[src/rtl/core/pnca_pkg.sv]
// Package for the periodic nearest-centre assignment block.
// Holds the beat types, command and status structs, constants and state codes.
// Depends on nothing.
`timescale 1ns / 1ps
`default_nettype none
package pnca_pkg;

  localparam int MAX_CENTERS = 1024;
  localparam int CIDX_W      = 10;
  localparam int CNT_W       = 11;
  localparam int COORD_BITS  = 32;
  localparam int COORD_W     = 32;
  localparam int ID_W        = 32;
  localparam int CQ_DEPTH    = 2;
  localparam int CQ_PTR_W    = $clog2(CQ_DEPTH);
  localparam int CQ_CNT_W    = $clog2(CQ_DEPTH + 1);
  localparam int CFG_IDX_W   = 1;
  localparam int CFG_W       = 32;

  localparam logic [COORD_W-1:0] COORD_MASK = COORD_W'((64'd1 << COORD_BITS) - 64'd1);

  localparam logic [CFG_IDX_W-1:0] REG_CENTER_COUNT = 1'b0;
  localparam logic [CFG_IDX_W-1:0] REG_BOX_SIZE     = 1'b1;

  localparam logic [3:0] MS_DX    = 4'd0;
  localparam logic [3:0] MS_DY    = 4'd1;
  localparam logic [3:0] MS_DZ    = 4'd2;
  localparam logic [3:0] MS_RSQ   = 4'd3;
  localparam logic [3:0] MS_L00   = 4'd4;
  localparam logic [3:0] MS_L01   = 4'd5;
  localparam logic [3:0] MS_L10   = 4'd6;
  localparam logic [3:0] MS_L11   = 4'd7;
  localparam logic [3:0] MS_R00   = 4'd8;
  localparam logic [3:0] MS_R01   = 4'd9;
  localparam logic [3:0] MS_R10   = 4'd10;
  localparam logic [3:0] MS_R11   = 4'd11;
  localparam logic [3:0] MS_LAST  = 4'd12;

  typedef enum logic {
    CMD_LOAD,
    CMD_CLASSIFY
  } cmd_kind_t;

  typedef struct packed {
    logic              mode;
    logic [CIDX_W-1:0] center_index;
    logic [31:0]       pos_x;
    logic [31:0]       pos_y;
    logic [31:0]       pos_z;
    logic [31:0]       radius;
    logic [ID_W-1:0]   orig_id;
    logic [ID_W-1:0]   local_index;
  } in_item_t;

  typedef struct packed {
    logic              found;
    logic [CIDX_W-1:0] assigned_center;
    logic [ID_W-1:0]   out_orig_id;
    logic [ID_W-1:0]   out_local_index;
    logic [31:0]       member_slot;
  } out_item_t;

  typedef struct packed {
    cmd_kind_t          kind;
    logic [CIDX_W-1:0]  idx;
    logic [COORD_W-1:0] x;
    logic [COORD_W-1:0] y;
    logic [COORD_W-1:0] z;
    logic [31:0]        r;
    logic [ID_W-1:0]    orig_id;
    logic [ID_W-1:0]    local_index;
  } cmd_t;

  typedef struct packed {
    logic [COORD_W-1:0] x;
    logic [COORD_W-1:0] y;
    logic [COORD_W-1:0] z;
    logic [31:0]        r;
  } entry_t;

  typedef struct packed {
    logic [CNT_W-1:0] center_count;
    logic [31:0]      box_size;
  } cfg_t;

  typedef struct packed {
    logic clearing;
  } back_stat_t;

  typedef enum logic [3:0] {
    B_CLEAR,
    B_IDLE,
    B_FETCH,
    B_DIFF,
    B_MOD,
    B_IMAGE,
    B_MUL,
    B_CMP,
    B_CNT_RD,
    B_CNT_WR,
    B_EMIT
  } back_state_t;

endpackage
`default_nettype wire

[src/rtl/core/pnca_cmd_queue.sv]
// Short command queue between the front end and the back end.
// Depends on pnca_pkg.
`timescale 1ns / 1ps
`default_nettype none
module pnca_cmd_queue
  import pnca_pkg::*;
(
  input  wire logic clk,
  input  wire logic rst_n,
  input  wire logic push,
  input  wire cmd_t cmd_in,
  output logic      full,
  input  wire logic pop,
  output cmd_t      cmd_out,
  output logic      empty
);

  cmd_t                slot_r [CQ_DEPTH];
  logic [CQ_PTR_W-1:0] wr_ptr_r;
  logic [CQ_PTR_W-1:0] rd_ptr_r;
  logic [CQ_CNT_W-1:0] count_r;
  logic                do_push;
  logic                do_pop;

  assign full    = (count_r == CQ_CNT_W'(CQ_DEPTH));
  assign empty   = (count_r == '0);
  assign do_push = push && !full;
  assign do_pop  = pop && !empty;
  assign cmd_out = slot_r[rd_ptr_r];

  always_ff @(posedge clk) begin
    if (!rst_n) begin
      wr_ptr_r <= '0;
      rd_ptr_r <= '0;
      count_r  <= '0;
    end else begin
      if (do_push) begin
        wr_ptr_r <= (wr_ptr_r == CQ_PTR_W'(CQ_DEPTH - 1)) ? '0 : wr_ptr_r + 1'b1;
      end
      if (do_pop) begin
        rd_ptr_r <= (rd_ptr_r == CQ_PTR_W'(CQ_DEPTH - 1)) ? '0 : rd_ptr_r + 1'b1;
      end
      if (do_push && !do_pop) begin
        count_r <= count_r + 1'b1;
      end else if (do_pop && !do_push) begin
        count_r <= count_r - 1'b1;
      end
    end
  end

  always_ff @(posedge clk) begin
    if (do_push) begin
      slot_r[wr_ptr_r] <= cmd_in;
    end
  end

endmodule
`default_nettype wire

[config.mk]
export PLATFORM = sky130hd
export DESIGN_NAME = pnca_cmd_queue
export DESIGN_NICKNAME = d
export VERILOG_FILES = /design/src/rtl/core/pnca_pkg.sv /design/src/rtl/core/pnca_cmd_queue.sv
export SDC_FILE = /design/constraint.sdc
export NUM_CORES = 1
export LEC_CHECK = 0
export BUFFER_PORTS_ARGS = -buffer_cell sky130_fd_sc_hd__buf_2
export CAP_MARGIN = 20
export CORE_MARGIN = 1.5
export CORE_UTILIZATION = 30
export DETAILED_ROUTE_END_ITERATION = 6
export SYNTH_ARGS = -nofsm -noshare
export SYNTH_HDL_FRONTEND = slang
export SYNTH_SLANG_ARGS = --single-unit
[constraint.sdc]
create_clock -name clk -period 11.61 [get_ports clk]
set_input_delay 0.5805 -clock clk [delete_from_list [all_inputs] [get_ports clk]]
set_output_delay 0.5805 -clock clk [all_outputs]
set_load 0.03 [all_outputs]
==> summary.txt <==
Clock network
  • Clock Path Buffers: 3
  • CTS tree: built
  • Setup bufs post-CTS: 0
  • # hold bufs at CTS: 0
  • Number of buffers created by CTS: 44
  • CTS sink cnt: 411
  • Gates resized, CTS repair: 0
  • CTS H-tree lvls: 2
  • CTS root buffer: clkbuf_16
  • Clk slew on worst S/H paths: 60 ps
  • Clk_lat worst skew: 540 ps

STA
  • Hold slack: 221.4 ps
  • Worst setup margin: 7238 ps
  • RSZ-0062 raised after global routing: no
  • Clock Skew: 10.50 ps
  • Final Cycle Share: 0.3766
  • Max transition margin: 0.2474
  • FMAX: 228.7 MHz
  • Final hold violations: 0
  • # setup viols final: 0
  • Slew Viols, Final: 0
  • Worst-margin pin slew: 1129 ps
  • Min cycle time layout: 4372 ps
  • Setup TNS Final: 0 ps

Synthesis
  • Top cells by count, synth: 406 x edfxtp_1, 170 x mux2_4, 33 x mux2_2
  • Syn Inst Count: 657
  • Number of synthesized register bits: 411
  • Number of synthesized flops with an enable pin: 406
  • Syn Area/Cell: 23.73 µm²
  • Synth Cell Area: 15590 µm²
  • Mux share of post-synthesis cell area: 0.1875
  • Warnings from Yosys: 0
  • Post-synthesis adder-cell area fraction: 0.0008024
  • Most frequent cell after synthesis: edfxtp_1
  • Compound-Gate Fraction of Synth Area: 0.002086
  • Post-synth cell types: 22
  • Post-synth ARST share: 0
  • Xor/xnor share of the synthesized area: 0.001685
  • Synth area leader: edfxtp_1
  • Synthesized net count: 865
  • Synth area leaders: edfxtp_1 78%, mux2_4 16%, mux2_2 2.4%
  • Simple-Gate Fraction of Synth Area: 0.003530
  • Yosys top cell area share: 0.7818
  • Sequential share of the synthesized area: 0.7883
  • Main combinational cell family by area after synthesis: multiplexers
  • Most used DFF post-synth: edfxtp_1

Pwr
  • PwrDens: 238.9 nW/µm²
  • Maximum VDD drop: 0.1343 mV
  • Leak Pwr: 7.534 nW

Floorplan
  • Die width: 231.0 µm
  • Die height: 231.0 µm
  • Area of the die: 53360 µm²
  • Initial Util: 0.3040
  • Core ar.: 51300 µm²
  • Num ports: 412
  • Row cnt: 83

Detailed routing
  • Antenna Nets Post-Route: 0
  • # DRC: 0
  • Avg WL per Cell: 18.08 µm
  • Via/cell ratio: 4.204
  • First drt pass iteration count: 4
  • Detailed-route via count: 7626
  • Drt total wl: 32800 µm
  • Drt initial violations: 342

Place
  • Pre-CTS setup slack: 7737 ps
  • DP Wirelength: 21870 µm
  • Port Buf Inserts: 411
  • GP Congestion: 0.7659

Finish
  • Area Overhead vs Synth: 26.05%
  • Net count, final: 1307
  • Ratio of cells with drive above 1 in the final layout: 0.6034
  • Seq. cell area: 12300 µm²
  • Filler cells: 4759
  • Area of the multi-input gates: 3062 µm²

Setup path
  • R2r endpoint: slot_r[1][52]
  • Kind of end point of the critical path: output pin
  • CP required: 11030 ps
  • CP max FO: 57
  • CP arrival: 3790 ps
  • Worst reg2reg path startpoint: count_r[0]
  • Crit path to: cmd_out[10]
  • Critical path class: flip-flop to output pin
  • Startpoint class of the critical path: flip-flop
  • Setup slack, reg-to-reg: 8650 ps
  • Worst Reg2Reg Path Length in Cells: 4

Worst hold path
  • Hold Path Class: input pin to flip-flop
  • WHS Path Cells: 1

Global routing
  • Vias in the first global route: 7917
  • Global routing usage on met3: 0.04558
  • GRT Max-Usage Layer: met2
  • Total gr overflow: 0
  • Grt met1 use: 0.1386
  • GRT Total Usage: 0.1180
  • Met2 usage: 0.1976
  • Antenna violations before repair: 8
  • Pin count of the biggest net entering global routing: 144
  • First-pass GRT wire length: 47630 µm

Job
  • Maxcap violations: 0

Outcome
  • Outcome: completed
worst max-delay path, cell delays in order (launching register included):
cell     delay [ps]
dfxtp_4         990
buf_4           840
buf_4           730
mux2_4          350
buf_2           180
where the power goes:
group	internal (mW)	switching (mW)
Clock	0.735	0.545
Combinational	0.567	0.900
Sequential	1.87	0.0824
Total	3.17	1.53
metrics by stage:
| step | utilization | cells | power (mW) | instance area [µm²] |
|---|---|---|---|---|
| CTS | 0.3830 | 1812 | 4.774 | 19650 |
| detailed placement | 0.3576 | 1733 | 3.475 | 18350 |
| floorplan | - | 657 | 3.149 | 15590 |
| global placement | 0.3576 | 1733 | 3.463 | 18350 |
| finish | 0.3831 | 1814 | 4.696 | 19660 |
| global route | 0.3831 | 1813 | 4.893 | 19650 |
layout make-up:
cell class                 instances  area share
antenna                            2   0.0002546
clock buffer                      60     0.06016
clock inverter                    19    0.006238
inverter                           2   0.0003819
multi-input combinational        221      0.1558
sequential                       411      0.6256
tap                              680     0.04329
timing repair buffer             419      0.1083
placed cells by master, fill, tap and decap left out, types with 3 or more instances in the layout:
cell       count
buf_2        411
edfxtp_1     406
mux2_4       170
clkbuf_16     45
mux2_2        33
clkbuf_1      15
clkinv_2       9
buf_4          7
clkinv_1       6
dfxtp_1        4
and2_1         3
cell families after synthesis:
group,count (synthesis)
compound gates,5
xor+xnor,3
fa+ha+maj,1
buf+inv,25
flops,411
mux,203
simple gates,9
layer usage:
layer,vias to the layer above,share of wire,wire length (µm)
li1,3511,-,-
met1,3772,0.40,13210
met2,266,0.49,16020
met3,65,0.081,2651
met4,12,0.026,838
met5,-,0.0022,72
sequential cells by signal (all words and copies together), names as in the netlist, named ones only:
name,flops
slot_r,406
count_r,2
rd_ptr_r,1
wr_ptr_r,1
how the worst min path moves through the flow:
| stage | startpoint | endpoint | slack, ps |
|---|---|---|---|
| floorplan | count_r[1] | count_r[1] | 480 |
| global placement | count_r[1] | count_r[1] | 500 |
| detailed placement | count_r[1] | count_r[1] | 520 |
| CTS | cmd_in[202] | slot_r[0][202] | 170 |
| global route | cmd_in[5] | slot_r[0][5] | 180 |
| finish | cmd_in[202] | slot_r[0][202] | 220 |
No activity file was read; power rests on OpenSTA's default activity.
