**src/rtl/core/pnca_pkg.sv**
```systemverilog
// Package for the periodic nearest-centre assignment block.
// Holds the beat types, command and status structs, constants and state codes.
// Depends on nothing.
`timescale 1ns / 1ps
`default_nettype none
package pnca_pkg;

  localparam int MAX_CENTERS = 1024;
  localparam int CIDX_W      = 10;
  localparam int CNT_W       = 11;
  localparam int COORD_BITS  = 32;
  localparam int COORD_W     = 32;
  localparam int ID_W        = 32;
  localparam int CQ_DEPTH    = 2;
  localparam int CQ_PTR_W    = $clog2(CQ_DEPTH);
  localparam int CQ_CNT_W    = $clog2(CQ_DEPTH + 1);
  localparam int CFG_IDX_W   = 1;
  localparam int CFG_W       = 32;

  localparam logic [COORD_W-1:0] COORD_MASK = COORD_W'((64'd1 << COORD_BITS) - 64'd1);

  localparam logic [CFG_IDX_W-1:0] REG_CENTER_COUNT = 1'b0;
  localparam logic [CFG_IDX_W-1:0] REG_BOX_SIZE     = 1'b1;

  localparam logic [3:0] MS_DX    = 4'd0;
  localparam logic [3:0] MS_DY    = 4'd1;
  localparam logic [3:0] MS_DZ    = 4'd2;
  localparam logic [3:0] MS_RSQ   = 4'd3;
  localparam logic [3:0] MS_L00   = 4'd4;
  localparam logic [3:0] MS_L01   = 4'd5;
  localparam logic [3:0] MS_L10   = 4'd6;
  localparam logic [3:0] MS_L11   = 4'd7;
  localparam logic [3:0] MS_R00   = 4'd8;
  localparam logic [3:0] MS_R01   = 4'd9;
  localparam logic [3:0] MS_R10   = 4'd10;
  localparam logic [3:0] MS_R11   = 4'd11;
  localparam logic [3:0] MS_LAST  = 4'd12;

  typedef enum logic {
    CMD_LOAD,
    CMD_CLASSIFY
  } cmd_kind_t;

  typedef struct packed {
    logic              mode;
    logic [CIDX_W-1:0] center_index;
    logic [31:0]       pos_x;
    logic [31:0]       pos_y;
    logic [31:0]       pos_z;
    logic [31:0]       radius;
    logic [ID_W-1:0]   orig_id;
    logic [ID_W-1:0]   local_index;
  } in_item_t;

  typedef struct packed {
    logic              found;
    logic [CIDX_W-1:0] assigned_center;
    logic [ID_W-1:0]   out_orig_id;
    logic [ID_W-1:0]   out_local_index;
    logic [31:0]       member_slot;
  } out_item_t;

  typedef struct packed {
    cmd_kind_t          kind;
    logic [CIDX_W-1:0]  idx;
    logic [COORD_W-1:0] x;
    logic [COORD_W-1:0] y;
    logic [COORD_W-1:0] z;
    logic [31:0]        r;
    logic [ID_W-1:0]    orig_id;
    logic [ID_W-1:0]    local_index;
  } cmd_t;

  typedef struct packed {
    logic [COORD_W-1:0] x;
    logic [COORD_W-1:0] y;
    logic [COORD_W-1:0] z;
    logic [31:0]        r;
  } entry_t;

  typedef struct packed {
    logic [CNT_W-1:0] center_count;
    logic [31:0]      box_size;
  } cfg_t;

  typedef struct packed {
    logic clearing;
  } back_stat_t;

  typedef enum logic [3:0] {
    B_CLEAR,
    B_IDLE,
    B_FETCH,
    B_DIFF,
    B_MOD,
    B_IMAGE,
    B_MUL,
    B_CMP,
    B_CNT_RD,
    B_CNT_WR,
    B_EMIT
  } back_state_t;

endpackage
`default_nettype wire

```
**src/rtl/core/pnca_front.sv**
```systemverilog
// Front end: takes input beats, masks coordinates and sorts them into commands.
// Depends on pnca_pkg.
`timescale 1ns / 1ps
`default_nettype none
module pnca_front
  import pnca_pkg::*;
(
  input  wire logic     clk,
  input  wire logic     rst_n,
  input  wire logic     push,
  output logic          full,
  input  wire in_item_t in_data,
  input  wire logic     clearing,
  input  wire logic     q_full,
  output logic          q_push,
  output cmd_t          q_cmd
);

  logic hold_v_r;
  cmd_t hold_r;
  cmd_t cmd_nxt;
  logic accept;
  logic keep;

  assign full   = clearing || (hold_v_r && q_full);
  assign accept = push && !full;
  assign q_push = hold_v_r;
  assign q_cmd  = hold_r;

  always_comb begin
    cmd_nxt.kind        = in_data.mode ? CMD_CLASSIFY : CMD_LOAD;
    cmd_nxt.idx         = in_data.center_index;
    cmd_nxt.x           = in_data.pos_x & COORD_MASK;
    cmd_nxt.y           = in_data.pos_y & COORD_MASK;
    cmd_nxt.z           = in_data.pos_z & COORD_MASK;
    cmd_nxt.r           = in_data.radius;
    cmd_nxt.orig_id     = in_data.orig_id;
    cmd_nxt.local_index = in_data.local_index;
    keep = in_data.mode || ({1'b0, in_data.center_index} < CNT_W'(MAX_CENTERS));
  end

  always_ff @(posedge clk) begin
    if (!rst_n) begin
      hold_v_r <= 1'b0;
    end else if (accept) begin
      hold_v_r <= keep;
    end else if (hold_v_r && !q_full) begin
      hold_v_r <= 1'b0;
    end
  end

  always_ff @(posedge clk) begin
    if (accept) begin
      hold_r <= cmd_nxt;
    end
  end

endmodule
`default_nettype wire

```
**config.mk**
```make
export PLATFORM = sky130hd
export DESIGN_NAME = pnca_front
export DESIGN_NICKNAME = d
export VERILOG_FILES = /design/src/rtl/core/pnca_pkg.sv /design/src/rtl/core/pnca_front.sv
export SDC_FILE = /design/constraint.sdc
export NUM_CORES = 1
export LEC_CHECK = 0
export ABC_CLOCK_PERIOD_IN_PS = 11400
export BUFFER_PORTS_ARGS = -buffer_cell sky130_fd_sc_hd__clkbuf_2
export CORE_AREA = 2 2 162 164
export CTS_BUF_LIST = sky130_fd_sc_hd__clkbuf_16
export CTS_CLUSTER_SIZE = 25
export DETAILED_ROUTE_END_ITERATION = 7
export DIE_AREA = 0 0 164 166
export HOLD_SLACK_MARGIN = 0.06
export PLACE_DENSITY_LB_ADDON = 0.08
export SLEW_MARGIN = 20
export SYNTH_ARGS = -nofsm -noshare
export SYNTH_HDL_FRONTEND = slang
export SYNTH_SLANG_ARGS = --single-unit
```
**constraint.sdc**
```tcl
create_clock -name clk -period 11.4 [get_ports clk]
set_input_delay 1.14 -clock clk [delete_from_list [all_inputs] [get_ports clk]]
set_output_delay 1.14 -clock clk [all_outputs]
set_load 0.01 [all_outputs]
```
==> results of run 1 <==
-- cells by family after synthesis --
family | Yosys count | share of synthesized area, %
AOI/OAI and AO/OA | 2 | 0.2641
and+or+nand+nor | 3 | 0.3861
DFF | 204 | 99.35
-- registers in the layout, indices dropped and copies added, names as in the netlist --
name,flops
q_cmd,203
q_push,1
-- tightest hold or removal path, stage by stage, from the launching register on --
cell and delay (ns):
dfxtp_1 0.34, nand2_1 0.11, a21boi_2 0.05
-- layout by cell type (no fill, tap or decap), drive strengths merged --
cell	instances
a21boi	1
a21oi	1
buf	3
clkbuf	437
clkinv	8
clkinvlp	2
dfxtp	1
diode	1
edfxtp	203
inv	8
nand2	1
nand2b	2
-- metrics by stage --
| stage | hold WS [ns] | setup WS (ns) |
|---|---|---|
| floorplan | 0.5280 | 4.141 |
| global placement | 0.5331 | 7.867 |
| detailed placement | 0.5423 | 7.790 |
| CTS | 0.5500 | 8.329 |
| global route | 0.5793 | 8.498 |
| finish | 0.5499 | 8.652 |
-- per-layer routing --
metal / global-route usage, % / vias to the layer above
li1: - / 1738
met1: 11.52 / 1791
met2: 20.99 / 251
met3: 4.970 / 40
met4: 5.378 / 0
met5: 0 / -
-- cell type report --
cell class,instances,area (um^2),share of cell area [%]
Sequential cell,204,6116,65.19
Clock inverter,18,78.83,0.8402
Tap cell,335,419.2,4.468
Antenna cell,1,2.502,0.02667
Clock buffer,25,625.6,6.668
Multi-Input combinational cell,5,51.30,0.5468
Timing Repair Buffer,415,2088,22.26
-- worst paths after layout --
kind / end / slack [ns] / cells after the start / startpoint
setup / recovery: q_cmd[103]$_DFFE_PP_ / 8.65 / 5 / clearing
hold / removal: q_push$_SDFFE_PN0P_ / 0.55 / 2 / q_push$_SDFFE_PN0P_
setup reg to reg: q_cmd[103]$_DFFE_PP_ / 9.15 / 3 / q_push$_SDFFE_PN0P_
hold reg to reg: q_push$_SDFFE_PN0P_ / 0.55 / 2 / q_push$_SDFFE_PN0P_
-- power by group through the flow --
stage / clock network (W) / registers [W] / logic (W)
2_1_floorplan: 0 / 0.000913 / 0.0000118
3_3_place_gp: 0 / 0.000889 / 0.000101
3_5_place_dp: 0 / 0.000889 / 0.000101
4_1_cts: 0.000702 / 0.000874 / 0.000102
5_1_grt: 0.000731 / 0.000876 / 0.000108
6_report: 0.000673 / 0.000874 / 0.0000989
==> run metrics, run 1 <==
outcome completed; buffer count from post-CTS setup fixing 0; sw frac 20.88%; crit start category input pin; share of the synthesized area in the top cell type 99.02%; yosys synthesis warning count 0; async set-reset flop share out of synthesis 0%; Worst Setup End Kind flip-flop; Leak 4.025 nW; Tot Pwr 0.001646 W; Crit-path slowest cell buf_6; first-pass GRT wire length 23850 um; Filler Cell Count 2483; Critical Path RT 11.53 ns; Pre-antenna DRT Iters 4; Max Freq 363.9 MHz; Worst Path Max Fanout 87; CP delay by family, top buffers and inverters; GR Util All Layers 11.69%; post-layout util 36.62%; CTS clock-pin slew for the worst setup and hold paths 0.05 ns; WL/cell 16.88 um; Most used DFF post-synth edfxtp_1; Power per Cell Area 175.4 mW/mm^2; final setup violating endpoints 0; full die area 0.02722 mm^2; metal3 WL 2073 um; GPL Wtd Cong 0.7622; Vias/cell 3.809; io pins 413; slowest stage delay, CP 0.71 ns; share of layout cells above drive strength 1 67.17%; htree depth 1; Final min period 2.748 ns; synth-to-layout area growth 52.40%; combinational power share 6.0%; Worst Path Arrival 2.87 ns; library cells used by synthesis 7; Setup Skew 0.01198 ns; IO Port Bufs 412; wire length on met2 8619 um; Mapped Area 0.006156 mm^2; Clock Sinks 204; Core Footprint 0.02562 mm^2; Die Ht 166 um; biggest area consumer among synthesized cells edfxtp_1; clk_lat worst skew 0.51 ns; pin count of the biggest net entering global routing 88; Post-synth EDFFs 203; DRC 0; vias in the first global route 4022; total global routing overflow 0; chip width 164 um; CTS buffer count 24; routed wire length 16930 um; Tcrit/Tclk final 24.11%; Non-Filler Instances 1003; CP Cell Sequence clkbuf_2 > nand2b_4 > a21oi_4 > buf_4 > buf_6; HP Class flip-flop to flip-flop; post-DP HPWL 12950 um; remaining antenna violation count 0; critical path type input pin to flip-flop; RSZ-0062 raised after global routing false; Avg Inst Size Synth 29.45 um^2; final hold violation count 0; wl on met1 5442 um; Cells after Synth 209; clock share of power 40.9%; row cnt 59; placed cells 959; synth top area cells edfxtp_1 99%, dfxtp_1 0.33%, nand2b_4 0.22%, a21boi_2 0.18%, nand2b_1 0.10%; Worst slew margin 46.43%; vias 3820; fin nets 858; Psw 0.0003436 W; cell with the most instances after synthesis edfxtp_1; max-slew violations 0; Int Power 0.001302 W; CTS max path bufs 3; measured slew at the worst slew-check pin 0.8035 ns; Post-CTS Hold Buffers 0; FF+latch count, synth 204; CP Buf/Inv Count 3; DP Area 0.008671 mm^2; initial antenna violation count 1; Top Layer Used met4; DRT iter0 DRCs 162; Setup TNS Final 0 ns; maxcap violations 0; Reg power frac 53.1%; Root Buffer clkbuf_16; CTS tree done; peak supply drop 0.09539 mV; post-synthesis sequential area ratio 99.35%; post-cts sizing count 0; Design Area, Final 0.009382 mm^2; initial core utilization 24.03%; syn_nets 417
Power figures use the tool's default switching activity.
==> run 2, diff against run 1 <==
Settings changed: ABC_AREA from default to 1, ABC_CLOCK_PERIOD_IN_PS 11400 to 2500.
Clock period 11.4 ns to 2.5 ns, I/O delays scaled along.
==> run 2 against run 1 <==
Against the previous run: the run now fails in 4_1_cts; synthesized cell count is 1.4% higher; area after synthesis did not move.
==> run metrics, run 2 <==
CTS max path bufs 3 (unchanged); Clock Sinks 204 (unchanged); IO Port Bufs 412 (unchanged); post-DP HPWL 12970 um (was 12950 um); synth top area cells edfxtp_1 99%, dfxtp_1 0.33%, nand2_2 0.20%, inv_1 0.18%, o21ai_2 0.14% (was edfxtp_1 99%, dfxtp_1 0.33%, nand2b_4 0.22%, a21boi_2 0.18%, nand2b_1 0.10%); outcome did not finish (was completed); biggest area consumer among synthesized cells edfxtp_1 (unchanged); synth cell count leaders 203 x edfxtp_1, 3 x inv_1, 2 x nand2_2; cell with the most instances after synthesis edfxtp_1 (unchanged); share of the synthesized area in the top cell type 99.02% (unchanged); io pins 413 (unchanged); initial core utilization 24.03% (unchanged); library cells used by synthesis 7 (unchanged); Adder-Cell Fraction of Synth Area 0% (unchanged); buffer count from post-CTS setup fixing 0 (unchanged); stage reached 4_1_cts; Die Ht 166 um (unchanged); Synth Area in XOR/XNOR 0% (unchanged); post-synthesis sequential area ratio 99.35% (unchanged); Post-synth EDFFs 203 (unchanged); htree depth 1 (unchanged); error msg [ERROR RSZ-0060] Max buffer count reached.; Most used DFF post-synth edfxtp_1 (unchanged); CTS buffer count 24 (unchanged); Synth Area in Compound Gates 0.1423% (was 0.2642%); main combinational cell family by area after synthesis simple AND/OR/NAND/NOR gates (unchanged); mux contribution to synthesized area 0% (unchanged); Avg Inst Size Synth 29.04 um^2 (was 29.45 um^2); syn_nets 420 (was 417); async set-reset flop share out of synthesis 0% (unchanged); Root Buffer clkbuf_16 (unchanged); yosys synthesis warning count 0 (unchanged); post-cts sizing count 0 (unchanged); Post-CTS Hold Buffers 201 (was 0); DP Area 0.008691 mm^2 (was 0.008671 mm^2); Mapped Area 0.006156 mm^2 (unchanged); FF+latch count, synth 204 (unchanged); chip width 164 um (unchanged); Cells after Synth 212 (was 209); row cnt 59 (unchanged); Simple-Gate Fraction of Synth Area 0.3252% (was 0.3862%); GPL Wtd Cong 0.7240 (was 0.7622)
run 2: cell count changes after synthesis:
cell	delta
a21boi_2	-1
a21oi_1	-1
nor2_1	+1
nand2_2	+2
nand2b_1	-1
inv_1	+3
nand2b_4	-1
o21ai_2	+1
run 2: cells by family after synthesis:
logic type | count (synthesis)
buffers and inverters | 3
flip-flops | 204
AO/OA/AOI/OAI | 1
AND/OR/NAND/NOR | 4
run 2: stage by stage:
step                util (%)  worst slack [ns]  cells  TNS, ns
detailed placement     33.93            0.8742    961        0
floorplan                  -            -1.416    212  -287.44
global placement       33.93            0.8932    961        0
==> run 3, diff against run 2 <==
Settings changed: ABC_CLOCK_PERIOD_IN_PS 2500 to 3200, CORE_AREA 2 2 162 164 to default, CORE_MARGIN from default to 1, CORE_UTILIZATION from default to 25, CTS_BUF_LIST sky130_fd_sc_hd__clkbuf_16 to default, CTS_CLUSTER_SIZE 25 to default, DIE_AREA 0 0 164 166 to default, HOLD_SLACK_MARGIN 0.06 to default, PLACE_DENSITY_LB_ADDON 0.08 to 0.15.
Clock period 2.5 ns to 3.2 ns, I/O delays scaled along.
==> run 3 against run 2 <==
Against the previous run: the run again fails in 4_1_cts; area after synthesis is the same; synthesized cell count is the same.
==> run metrics, run 3 <==
yosys synthesis warning count 0 (unchanged); stage reached 4_1_cts (unchanged); post-cts sizing count 0 (unchanged); Synth Area in XOR/XNOR 0% (unchanged); syn_nets 420 (unchanged); share of the synthesized area in the top cell type 99.02% (unchanged); Clock Sinks 204 (unchanged); IO Port Bufs 412 (unchanged); CTS max path bufs 3 (unchanged); Post-synth EDFFs 203 (unchanged); Mapped Area 0.006156 mm^2 (unchanged); Avg Inst Size Synth 29.04 um^2 (unchanged); synth cell count leaders 203 x edfxtp_1, 3 x inv_1, 2 x nand2_2 (unchanged); Adder-Cell Fraction of Synth Area 0% (unchanged); Root Buffer clkbuf_16 (unchanged); library cells used by synthesis 7 (unchanged); htree depth 1 (unchanged); outcome did not finish (unchanged); error msg [ERROR RSZ-0060] Max buffer count reached. (unchanged); post-DP HPWL 11870 um (was 12970 um); cell with the most instances after synthesis edfxtp_1 (unchanged); biggest area consumer among synthesized cells edfxtp_1 (unchanged); Most used DFF post-synth edfxtp_1 (unchanged); main combinational cell family by area after synthesis simple AND/OR/NAND/NOR gates (unchanged); GPL Wtd Cong 0.8219 (was 0.7240); Cells after Synth 212 (unchanged); io pins 413 (unchanged); row cnt 57 (was 59); initial core utilization 25.39% (was 24.03%); synth top area cells edfxtp_1 99%, dfxtp_1 0.33%, nand2_2 0.20%, inv_1 0.18%, o21ai_2 0.14% (unchanged); mux contribution to synthesized area 0% (unchanged); Synth Area in Compound Gates 0.1423% (unchanged); Simple-Gate Fraction of Synth Area 0.3252% (unchanged); Die Ht 158.9 um (was 166 um); chip width 158.9 um (was 164 um); async set-reset flop share out of synthesis 0% (unchanged); buffer count from post-CTS setup fixing 0 (unchanged); Post-CTS Hold Buffers 200 (was 201); CTS buffer count 24 (unchanged); post-synthesis sequential area ratio 99.35% (unchanged); FF+latch count, synth 204 (unchanged)
## run 3: kinds of logic after synthesis
kind of cell	count (synthesis)
flops	204
simple gates	4
buf+inv	3
compound gates	1
## run 3: per-stage QoR
stage	instances	TNS [ns]	utilization, %	cell area [um^2]	setup slack (ns)
2_1_floorplan	212	-145.34	-	6170	-0.7160
3_3_place_gp	951	0	35.82	8685	1.619
3_5_place_dp	951	0	35.82	8685	1.583
